[config.mk]
export PLATFORM = sky130hd
export DESIGN_NAME = bfti_ctrl
export DESIGN_NICKNAME = d
export VERILOG_FILES = /design/src/bfti_pkg.sv /design/src/bfti_ctrl.sv
export SDC_FILE = /design/constraint.sdc
export NUM_CORES = 1
export LEC_CHECK = 0
export ABC_CLOCK_PERIOD_IN_PS = 3300
export BUFFER_PORTS_ARGS = -buffer_cell sky130_fd_sc_hd__buf_4
export CAP_MARGIN = 10
export CORE_AREA = 10 10 47 49
export CTS_CLUSTER_DIAMETER = 40
export CTS_CLUSTER_SIZE = 16
export DETAILED_ROUTE_END_ITERATION = 6
export DIE_AREA = 0 0 57 59
export HOLD_SLACK_MARGIN = 0.05
export MAX_ROUTING_LAYER = met4
export SLEW_MARGIN = 20
export SYNTH_ARGS = -nofsm -noshare
export SYNTH_HDL_FRONTEND = slang
export SYNTH_SLANG_ARGS = --single-unit
[constraint.sdc]
create_clock -name i_clk -period 3.3 [get_ports i_clk]
set_input_delay 0 -clock i_clk [delete_from_list [all_inputs] [get_ports i_clk]]
set_output_delay 0 -clock i_clk [all_outputs]
set_load 0.02 [all_outputs]
[src/bfti_pkg.sv]
// Shared constants, codes and controller/datapath interface types of the Bloom filter core.
package bfti_pkg;

    localparam int FILTER_BITS_DEF = 65536;
    localparam int WORD_BITS       = 64;
    localparam int WORD_SEL_W      = 6;
    localparam int HASH_W          = 64;
    localparam int CMD_W           = 2;
    localparam int BITS_SET_W      = 17;

    localparam logic [BITS_SET_W-1:0] BITS_SET_MAX = 17'h1FFFF;

    // Request codes.
    localparam logic [CMD_W-1:0] CMD_INSERT = 2'd0;
    localparam logic [CMD_W-1:0] CMD_QUERY  = 2'd1;
    localparam logic [CMD_W-1:0] CMD_CLEAR  = 2'd2;

    typedef enum logic [2:0] {
        ST_INIT,
        ST_IDLE,
        ST_HASH,
        ST_READ,
        ST_UPDATE,
        ST_CLEAR,
        ST_RESULT
    } t_state;

    typedef struct packed {
        logic accept;
        logic hash_step;
        logic sweep_write;
        logic mem_read;
        logic update;
        logic load_result;
    } t_dp_cmd;

    typedef struct packed {
        logic new_is_clear;
        logic new_is_lookup;
        logic hash_done;
        logic sweep_last;
        logic last_step;
        logic out_free;
    } t_dp_status;

endpackage

[src/bfti_ctrl.sv]
// Controller state machine: sequences hashing, store accesses, clearing and result hand-off.
module bfti_ctrl (
    input  logic                 i_clk,
    input  logic                 i_rst_n,
    input  logic                 i_valid,
    output logic                 o_stall,
    input  bfti_pkg::t_dp_status i_status,
    output bfti_pkg::t_dp_cmd    o_cmd
);

    bfti_pkg::t_state r_state;
    bfti_pkg::t_state n_state;

    always_ff @(posedge i_clk) begin
        if (!i_rst_n) begin
            r_state <= bfti_pkg::ST_INIT;
        end else begin
            r_state <= n_state;
        end
    end

    always_comb begin
        n_state = r_state;
        o_cmd   = '0;
        o_stall = 1'b1;
        case (r_state)
            bfti_pkg::ST_INIT: begin
                o_cmd.sweep_write = 1'b1;
                if (i_status.sweep_last) begin
                    n_state = bfti_pkg::ST_IDLE;
                end
            end
            bfti_pkg::ST_IDLE: begin
                o_stall = 1'b0;
                if (i_valid) begin
                    o_cmd.accept = 1'b1;
                    if (i_status.new_is_clear) begin
                        n_state = bfti_pkg::ST_CLEAR;
                    end else if (i_status.new_is_lookup) begin
                        n_state = bfti_pkg::ST_HASH;
                    end else begin
                        n_state = bfti_pkg::ST_RESULT;
                    end
                end
            end
            bfti_pkg::ST_HASH: begin
                o_cmd.hash_step = 1'b1;
                if (i_status.hash_done) begin
                    n_state = bfti_pkg::ST_READ;
                end
            end
            bfti_pkg::ST_READ: begin
                o_cmd.mem_read = 1'b1;
                n_state        = bfti_pkg::ST_UPDATE;
            end
            bfti_pkg::ST_UPDATE: begin
                o_cmd.update = 1'b1;
                n_state      = i_status.last_step ? bfti_pkg::ST_RESULT : bfti_pkg::ST_READ;
            end
            bfti_pkg::ST_CLEAR: begin
                o_cmd.sweep_write = 1'b1;
                if (i_status.sweep_last) begin
                    n_state = bfti_pkg::ST_RESULT;
                end
            end
            bfti_pkg::ST_RESULT: begin
                if (i_status.out_free) begin
                    o_cmd.load_result = 1'b1;
                    n_state           = bfti_pkg::ST_IDLE;
                end
            end
            default: begin
                n_state = bfti_pkg::ST_INIT;
            end
        endcase
    end

endmodule

==> results of run 1 <==
report_power, final:
part	leakage [nW]	internal (mW)	switching (mW)	total [mW]
Sequential	0.0249	0.0492	0.0382	0.0875
Clock	0.0150	0.0455	0.0221	0.0676
Combinational	0.179	0.105	0.0980	0.203
logic make-up (layout without fill, tap and decap cells):
kind of cell	Yosys count	in the layout	synth area share, %
simple gates	22	22	42.3
buf+inv	5	22	8.08
flops	3	3	18.5
compound gates	10	10	24.6
mux	2	2	6.54
tightest hold or removal path: cells and delay by family:
kind	cells	cell delay [ns]
AOI/OAI and AO/OA	1	0.09
buffers and inverters	1	0.08
and+or+nand+nor	1	0.15
layer usage:
layer / wire length (um) / global-route usage, % / share of wire, % / vias up
li1: - / - / - / 187
met1: 412 / 5.82 / 42 / 171
met2: 493 / 10.5 / 50 / 11
met3: 42 / 1.50 / 4.3 / 3
met4: 30 / 5.70 / 3.1 / 0
met5: 0 / - / 0 / -
cell usage in the layout (no fill, tap or decap), types with 2 or more instances in the layout:
cell type / count
buf_4: 15
nor2_1: 3
nor2b_1: 3
nand2_1: 3
a21oi_1: 3
clkbuf_4: 3
dfxtp_1: 3
inv_1: 2
nor3_1: 2
nand2b_1: 2
or2_2: 2
worst max-delay path by stage:
stage | start | slack (ns) | to
floorplan | r_state[1] | 1.96 | r_state[2]
detailed placement | r_state[1] | 1.88 | r_state[0]
CTS | r_state[1] | 1.85 | r_state[0]
global placement | r_state[1] | 1.85 | r_state[2]
finish | r_state[1] | 1.85 | r_state[0]
global route | r_state[0] | 1.75 | o_cmd[5]
what timing repair did:
| action | in CTS | in global routing |
|---|---|---|
| hold buffers | 1 | 0 |
| setup buffers | 0 | 0 |
| hold endpoints to repair | 1 | 0 |
layout make-up:
type                       count  share of cell area, %
inverter                       2                   1.58
tap                           16                   4.21
clock buffer                   4                   5.53
multi-input combinational     34                   50.3
sequential                     3                   12.6
timing repair buffer          16                   25.8
through the flow:
stage               hold WS, ns  std cells
CTS                       0.129         75
floorplan                 0.131         42
global route              0.168         75
finish                    0.138         75
detailed placement        0.278         70
global placement          0.275         70
==> metrics.txt, run 1 <==
result of the run=finished clean; GR Util All Layers=6.26%; Detailed Route Iter0 Violations=11; fillers=roughly 160; ranking of synthesized cells by area=dfxtp_1 (18%), nor2b_1 (5.8%), a21oi_1 (4.6%); final non-filler cell area=475 um2; total gr overflow=0; worst hold path class=input port to flop; final core utilization=between 30 and 40%; hold wc startpoint=i_status[3]; proportion of synthesized chip area in sequential cells=a little under a fifth; number of logic stages on the critical path including buffering=3; Crit Path Class=flop to flop; antenna violations before repair=0; crit share post-route=between 40% and 50%; average routed wire per standard cell=13.1 um; max_slew headroom=about three quarters; Distinct cells, synth=27; number of input and output port buffers inserted=15; multi-input gate area in the final layout=about 240 um2; registers with the most flip-flops=r_state: 3 flops; data arrival time of the critical path=~1.6 ns; post-synth net total=slightly above 50; number of flip-flops in the largest register=3; # H-tree levels=1; Reg-to-Reg End=r_state[0]; die boundary height=~60 um; Antenna Diode Count=0; count of max-cap constraint violations=0; total wirelength of the detailed-routed design=slightly below 1000 um; number of nets with antenna violations after routing=0; cell family with the largest share of critical-path delay=simple AND/OR/NAND/NOR gates; Layout Area Growth over Synthesis=46.2%; power after layout=about 0.36 mW; mean instance size in the synthesized netlist=around 7.7 um2; worst vdd rail ir drop=around 0.42 mV; pre-CTS worst setup slack=between 1.5 and 2 ns; hold worst-path end=r_state[1]; Die Area=between 0.003 and 0.004 mm2; cell with the largest stage delay on the worst path=or4b_1; total number of clock tree sinks=3; time the worst path needs with I/O delays and setup=between 1 and 1.5 ns; CP Max Fanout=12; vias in the first global route=413; hold path cells=3; leading cell types by count after synthesis=a21oi_1 (3), dfxtp_1 (3), nand2_1 (3), nor2_1 (3), nor2b_1 (3); Cells after Synth=42; library cell occupying the most area in the post-synthesis netlist=dfxtp_1; wire length of the first global-routing pass=~1600 um; vias per cell=4.96; FP Rows=14; FF-to-FF Start=r_state[1]; DRC Markers=0; clock tree root buffer cell=clkbuf_4; Leakage=~0.22 nW; slack of the worst reg-to-reg path=roughly 1.9 ns; required time of the worst setup path=~3.5 ns; routed vias=between 300 and 400; transition at the pin with the smallest max-transition slack=between 0.3 and 0.4 ns; number of synthesized register bits=3; cell area after synthesis=between 300 and 400 um2; crit path buf inv count=0; Clock Latency Late Sink=~0.24 ns; most instantiated flip-flop cell in the synthesis netlist=dfxtp_1; CTS tree=done; maximum buffer depth of the clock tree=2; ordered list of cells on the worst path=or4b_1 > o211ai_2 > o311a_1; setup ws final=1.85 ns; CTS buffer count=3; CP startpoint kind=flop; area share of the largest cell type after synthesis=between 15 and 20%; clock-pin slew reported for the worst setup and hold paths after clock tree synthesis=roughly 0.040 ns; Hold Fails Final Rpt=0; depth of the worst register-to-register path=3; Final nets=between 60 and 70; GP Congestion=~0.8; max-slew violation count=0; Synthesis Warnings=0; share of final-layout standard cells stronger than drive strength 1=a little under two fifths; Placeable Area=roughly 0.0014 mm2; async set or reset register ratio after synthesis=0%; cells resized by post-CTS repair=0; largest clock skew in the final design=0.00437 ns; slowest cell delay on critical path=0.54 ns; RSZ-0062 raised after global routing=no; accumulated negative setup slack=0 ns; width of the die=57 um; nature of the critical path endpoint=flop; largest net degree at the start of global routing=15; HPWL reported at the end of detailed placement=731 um; setup violators final=0; maximum frequency from static timing analysis=between 600 and 700 MHz; number of iterations in the first detailed-routing pass=5; register with the most flip-flops=r_state; Ports=16; Pwr per Cell Area=754 mW/mm2; starting utilization of the core area=between 20 and 25%; number of synthesized flops with an enable pin=0; total area of sequential cells=about 60 um2; placed instance area=approximately 440 um2
Power figures use the tool's default switching activity.
==> inputs of run 2 (changes only) <==
--- a/config.mk
+++ b/config.mk
@@ -5,7 +5,7 @@
 export SDC_FILE = /design/constraint.sdc
 export NUM_CORES = 1
 export LEC_CHECK = 0
-export ABC_CLOCK_PERIOD_IN_PS = 3300
+export ABC_CLOCK_PERIOD_IN_PS = 1200
 export BUFFER_PORTS_ARGS = -buffer_cell sky130_fd_sc_hd__buf_4
 export CAP_MARGIN = 10
 export CORE_AREA = 10 10 47 49
==> constraint.sdc (replaced) <==
create_clock -name i_clk -period 1.2 [get_ports i_clk]
set_input_delay 0 -clock i_clk [delete_from_list [all_inputs] [get_ports i_clk]]
set_output_delay 0 -clock i_clk [all_outputs]
set_load 0.02 [all_outputs]
==> metrics.txt, run 2 (synthesis gave the netlist of run 1 again) <==
transition at the pin with the smallest max-transition slack=approximately 0.24 ns; result of the run=finished with violations; registers with the most flip-flops=r_state: 3 flops; nature of the critical path endpoint=flop; DRC Markers=0; CTS buffer count=3; Pwr per Cell Area=roughly 2200 mW/mm2; vias in the first global route=~430; GR Util All Layers=around 6.8%; antenna violations before repair=0; Antenna Diode Count=0; most used cells in the layout excluding fill and tap cells=buf_4 (18), buf_6 (8); Leakage=about 0.3 nW; RSZ-0062 raised after global routing=yes; die boundary height=59 um; CP startpoint kind=flop; maximum frequency from static timing analysis=a little under 800 MHz; time the worst path needs with I/O delays and setup=1.30 ns; wire length of the first global-routing pass=between 1500 and 2000 um; number of placed instances with taps included=78; number of iterations in the first detailed-routing pass=4; data arrival time of the critical path=~1.4 ns; cell family with the largest share of critical-path delay=compound AO/OA/AOI/OAI gates; routed vias=roughly 410; register with the most flip-flops=r_state; crit path buf inv count=0; number of input and output port buffers inserted=15; pre-CTS worst setup slack=-0.138 ns; count of max-cap constraint violations=0; width of the die=~57 um; largest net degree at the start of global routing=10; Crit Path Class=flop to flop; crit share post-route=108%; cell with the largest stage delay on the worst path=dfxtp_4; average routed wire per standard cell=between 10 and 15 um; setup violators final=5; number of flip-flops in the largest register=3; final non-filler cell total=86; CP Max Fanout=6; max-slew violation count=0; CTS tree=done; clock-pin slew reported for the worst setup and hold paths after clock tree synthesis=approximately 0.030 ns; starting utilization of the core area=between 20% and 30%; Clock Latency Late Sink=about 0.23 ns; clock tree root buffer cell=clkbuf_4; required time of the worst setup path=1.32 ns; Final nets=80; GP Congestion=roughly 0.73; number of nets with antenna violations after routing=0; Hold Fails Final Rpt=0; # H-tree levels=1; Layout Area Growth over Synthesis=102%; share of final-layout standard cells stronger than drive strength 1=between 60% and 70%; FP Rows=14; most common cell after layout, fill and taps aside=buf_4; largest clock skew in the final design=~0.0015 ns; maximum buffer depth of the clock tree=2; Die Area=around 0.0034 mm2; Detailed Route Iter0 Violations=5; total number of clock tree sinks=3; slowest cell delay on critical path=between 0.3 and 0.4 ns; total wirelength of the detailed-routed design=between 1000 and 1500 um; Placeable Area=approximately 0.0014 mm2; max_slew headroom=about 84%; worst vdd rail ir drop=between 1 and 1.5 mV; setup ws final=-0.0972 ns; Ports=16; worst hold path class=input port to flop; vias per cell=between 4 and 5; ordered list of cells on the worst path=or3b_1 > a221o_1 > o21a_1; total gr overflow=0; failing checks=negative setup slack; HPWL reported at the end of detailed placement=~800 um
-- run 2: cell count changes in the layout (fill, tap and decap cells not counted), sizes merged --
cell  previous run  this run
buf             15        26
-- run 2: final cells by class --
type                            count  area, um2
Tap cell                           16       20.0
Fill cell                         144        744
Multi-Input combinational cell     34        297
Inverter                            2       7.51
Clock buffer                        4       26.3
Sequential cell                     3       71.3
Timing Repair Buffer               27        235
-- run 2: path summary, 6_finish.rpt --
path / cells past startpoint / endpoint / slack [ns] / startpoint
min: 3 / r_state[1] / 0.11 / i_status[3]
max: 3 / r_state[2] / -0.1 / r_state[1]
min reg2reg: 2 / r_state[1] / 0.64 / r_state[0]
max reg2reg: 3 / r_state[2] / -0.1 / r_state[1]
-- run 2: repair_timing --
item	CTS	global route
hold buffers	1	0
endpoints found under the setup margin	8	9
resized for setup	10	21
pin swaps	4	5
buffers inserted	0	3
hold endpoints to repair	1	0
gates cloned	0	0
-- run 2: stage by stage --
| step | setup TNS (ns) | util, % | power (mW) | cell area (um2) | hold slack, ns |
|---|---|---|---|---|---|
| floorplan | -0.152 | - | 0.629 | 325 | 0.131 |
| global placement | -0.281 | 35.6 | 0.937 | 499 | 0.276 |
| detailed placement | -0.390 | 35.6 | 0.939 | 499 | 0.279 |
| CTS | -0.408 | 40.4 | 1.20 | 566 | 0.0909 |
| global route | -0.522 | 46.9 | 1.53 | 657 | 0.129 |
| finish | -0.218 | 46.9 | 1.42 | 657 | 0.106 |
-- run 2: worst min-delay path: stages --
cell and delay (ns):
buf_4 0.09, or4b_4 0.13, o22ai_1 0.07
-- run 2: report_power, final --
group,internal [mW],total [mW],switching (mW)
clock,0.125,0.176,0.0514
sequential,0.155,0.217,0.0620
combinational,0.587,1.03,0.444
total,0.867,1.42,0.557
-- run 2: layer usage --
metal / wire length [um] / vias up / part of all wire [%] / GRT usage, %
met5: 0 / - / 0 / -
met4: 38 / 0 / 3.1 / 6.71
met3: 46 / 4 / 3.7 / 1.29
met2: 684 / 10 / 55 / 10.9
met1: 465 / 187 / 38 / 6.89
li1: - / 213 / - / -
==> inputs of run 3 (changes only) <==
--- a/config.mk
+++ b/config.mk
@@ -5,6 +5,7 @@
 export SDC_FILE = /design/constraint.sdc
 export NUM_CORES = 1
 export LEC_CHECK = 0
+export ABC_AREA = 1
 export ABC_CLOCK_PERIOD_IN_PS = 1200
 export BUFFER_PORTS_ARGS = -buffer_cell sky130_fd_sc_hd__buf_4
 export CAP_MARGIN = 10
==> metrics.txt, run 3 <==
result of the run=finished clean; max-slew violation count=0; fraction of synthesized cell area in xor and xnor cells=0%; registers with the most flip-flops=r_state: 3 flops; ordered list of cells on the worst path=buf_12 > nand2_4 > nor2_2 > nand2_1 > nand2_2 > nor2_4 > nand3_2 > nand2_1 > nor2_1; Distinct cells, synth=16; Detailed Route Iter0 Violations=4; data arrival time of the critical path=roughly 1.3 ns; total number of clock tree sinks=3; final core utilization=50.3%; Placeable Area=~0.0014 mm2; Synth Area in Adders=0%; Crit Path Class=flop to flop; multi-input gate area in the final layout=287 um2; DRC Markers=0; cell with the largest stage delay on the worst path=dfxtp_4; slowest cell delay on critical path=around 0.35 ns; simple-gate area share of the yosys netlist=roughly 56%; Synthesis Warnings=0; routed vias=slightly above 500; number of nets with antenna violations after routing=0; area fraction in compound gates after synthesis=under 10%; Ports=16; leading cell types by count after synthesis=nand2_1 (18), nor2_1 (12), inv_1 (8), nand3_1 (8), a21oi_1 (4); most instantiated flip-flop cell in the synthesis netlist=dfxtp_1; Leakage=about 0.4 nW; depth of the worst register-to-register path=9; crit path buf inv count=1; RSZ-0062 raised after global routing=yes; top-count cell post-synth=nand2_1; required time of the worst setup path=1.32 ns; total wirelength of the detailed-routed design=~1300 um; most common cell after layout, fill and taps aside=buf_4; part of the power in the clock network=~11%; clock-pin slew reported for the worst setup and hold paths after clock tree synthesis=~0.040 ns; Cells after Synth=a little under 70; CP Max Fanout=6; total gr overflow=0; async set or reset register ratio after synthesis=0%; part of the total power dissipated in combinational logic=between 70% and 80%; number of synthesized flops with an enable pin=0; total area of sequential cells=71.3 um2; nature of the critical path endpoint=flop; Pwr per Cell Area=around 2400 mW/mm2; final non-filler cell total=114; CTS tree=done; setup violators final=0; HPWL reported at the end of detailed placement=about 900 um; post-synth net total=between 70 and 80; slack of the worst reg-to-reg path=around 0.019 ns; clock tree root buffer cell=clkbuf_4; Clock Latency Late Sink=0.24 ns; proportion of synthesized chip area in sequential cells=16.1%; CTS buffer count=3; largest clock skew in the final design=about 0.0063 ns; multiplexer area fraction after synthesis=0%; vias per cell=~4.5; count of max-cap constraint violations=0; cell mode on critical path=nand2_1; die boundary height=about 59 um; time the worst path needs with I/O delays and setup=about 1.2 ns; worst hold path class=input port to flop; transition at the pin with the smallest max-transition slack=between 0.15 and 0.2 ns; fillers=150; GP Congestion=approximately 0.87; number of flip-flops in the largest register=3; Layout Area Growth over Synthesis=88.9%; cell area after synthesis=373 um2; largest net degree at the start of global routing=9; average routed wire per standard cell=between 10 and 15 um; number of logic stages on the critical path including buffering=9; Hold Fails Final Rpt=0; antenna violations before repair=0; area share of the largest cell type after synthesis=between 10% and 20%; ranking of synthesized cells by area=nand2_1 (18%), dfxtp_1 (16%), nor2_1 (12%); GR Util All Layers=7.46%; number of iterations in the first detailed-routing pass=4; register with the most flip-flops=r_state; mean instance size in the synthesized netlist=about 5.5 um2; part of the total power dissipated in sequential elements=between 10% and 20%; Sw Ratio=about 47%; cell-internal power=0.888 mW; number of placed instances with taps included=a little over 100; crit share post-route=between 90% and 100%; maximum buffer depth of the clock tree=2; most used cells in the layout excluding fill and tap cells=buf_4 (22), nand2_1 (15), nor2_1 (10); hold path cells=6; Final nets=between 100 and 150; CP startpoint kind=flop; maximum frequency from static timing analysis=between 800 and 900 MHz; share of final-layout standard cells stronger than drive strength 1=55.1%; wire length of the first global-routing pass=2010 um; # H-tree levels=1; number of input and output port buffers inserted=15; width of the die=between 50 and 60 um; starting utilization of the core area=about a quarter; vias in the first global route=around 480; Die Area=0.00336 mm2; worst vdd rail ir drop=1.04 mV; max_slew headroom=87.8%; library cell occupying the most area in the post-synthesis netlist=nand2_1; FP Rows=14; number of synthesized register bits=3; Antenna Diode Count=0; largest family of logic cells by synthesized area=simple AND/OR/NAND/NOR gates; cell family with the largest share of critical-path delay=simple AND/OR/NAND/NOR gates; switching power=0.777 mW
run 3: changes by cell type after synthesis, sizes merged, moves of 2 or more:
| cell | delta |
|---|---|
| buf | +2 |
| clkbuf | -2 |
| inv | +9 |
| nand2 | +17 |
| nand2b | -2 |
| nand3 | +9 |
| nor2 | +12 |
| nor2b | -3 |
| or2 | -2 |
run 3: stage by stage:
stage / area, um2 / setup slack (ns) / hold WS (ns) / power, mW / TNS (ns)
after floorplan: 373 / 0.127 / 0.121 / 0.852 / 0
after global placement: 524 / -0.0521 / 0.244 / 1.11 / -0.129
after detailed placement: 524 / -0.0588 / 0.254 / 1.12 / -0.165
after CTS: 629 / 0.0136 / 0.201 / 1.49 / 0
after global routing: 704 / -0.0462 / 0.246 / 1.83 / -0.148
final: 704 / 0.0192 / 0.188 / 1.67 / 0
run 3: power by group through the flow:
stage | Sequential, mW | Combinational, mW | Clock (mW)
5_1_grt | 0.254 | 1.37 | 0.204
6_report | 0.247 | 1.24 | 0.181
2_1_floorplan | 0.161 | 0.691 | 0
3_3_place_gp | 0.231 | 0.882 | 0
3_5_place_dp | 0.232 | 0.886 | 0
4_1_cts | 0.232 | 1.07 | 0.183
run 3: layout make-up:
| type | instances | area share (%) |
|---|---|---|
| Sequential cell | 3 | 10.1 |
| Multi-Input combinational cell | 51 | 40.7 |
| Timing Repair Buffer | 29 | 35.7 |
| Inverter | 11 | 6.93 |
| Clock buffer | 4 | 3.73 |
| Tap cell | 16 | 2.84 |
run 3: per-layer routing:
metal  vias up  routed length (um)  GRT usage, %
met5         -                   0             -
met4         0                  16          4.03
met3         4                  67          2.15
met2        18                 636          11.5
met1       222                 544          8.55
li1        270                   -             -
run 3: logic make-up (layout without fill, tap and decap cells):
kind of cell           Yosys count  count (layout)
AO/OA/AOI/OAI                    5               5
flip-flops                       3               3
buffers and inverters           14              44
AND/OR/NAND/NOR                 46              46
run 3: worst register-to-register path, cell delays in order, from the launching register on:
cell     delay [ns]
dfxtp_4        0.35
buf_12         0.14
nand2_4        0.06
nor2_2         0.03
nand2_1        0.06
nand2_2        0.06
nor2_4         0.17
nand3_2        0.08
nand2_1        0.07
nor2_1         0.04
run 3: final timing paths:
path,startpoint,end
max,r_state[2],r_state[1]
min,i_status[4],r_state[2]
max reg2reg,r_state[2],r_state[1]
min reg2reg,r_state[0],r_state[0]
run 3: repair_timing:
| action | CTS | global route |
|---|---|---|
| setup endpoints to repair | 7 | 6 |
| setup buffers | 5 | 1 |
| pin swaps | 1 | 8 |
| endpoints found under the hold margin | 3 | 0 |
| cloned | 0 | 0 |
| hold buffers | 1 | 0 |
| resized for setup | 8 | 20 |
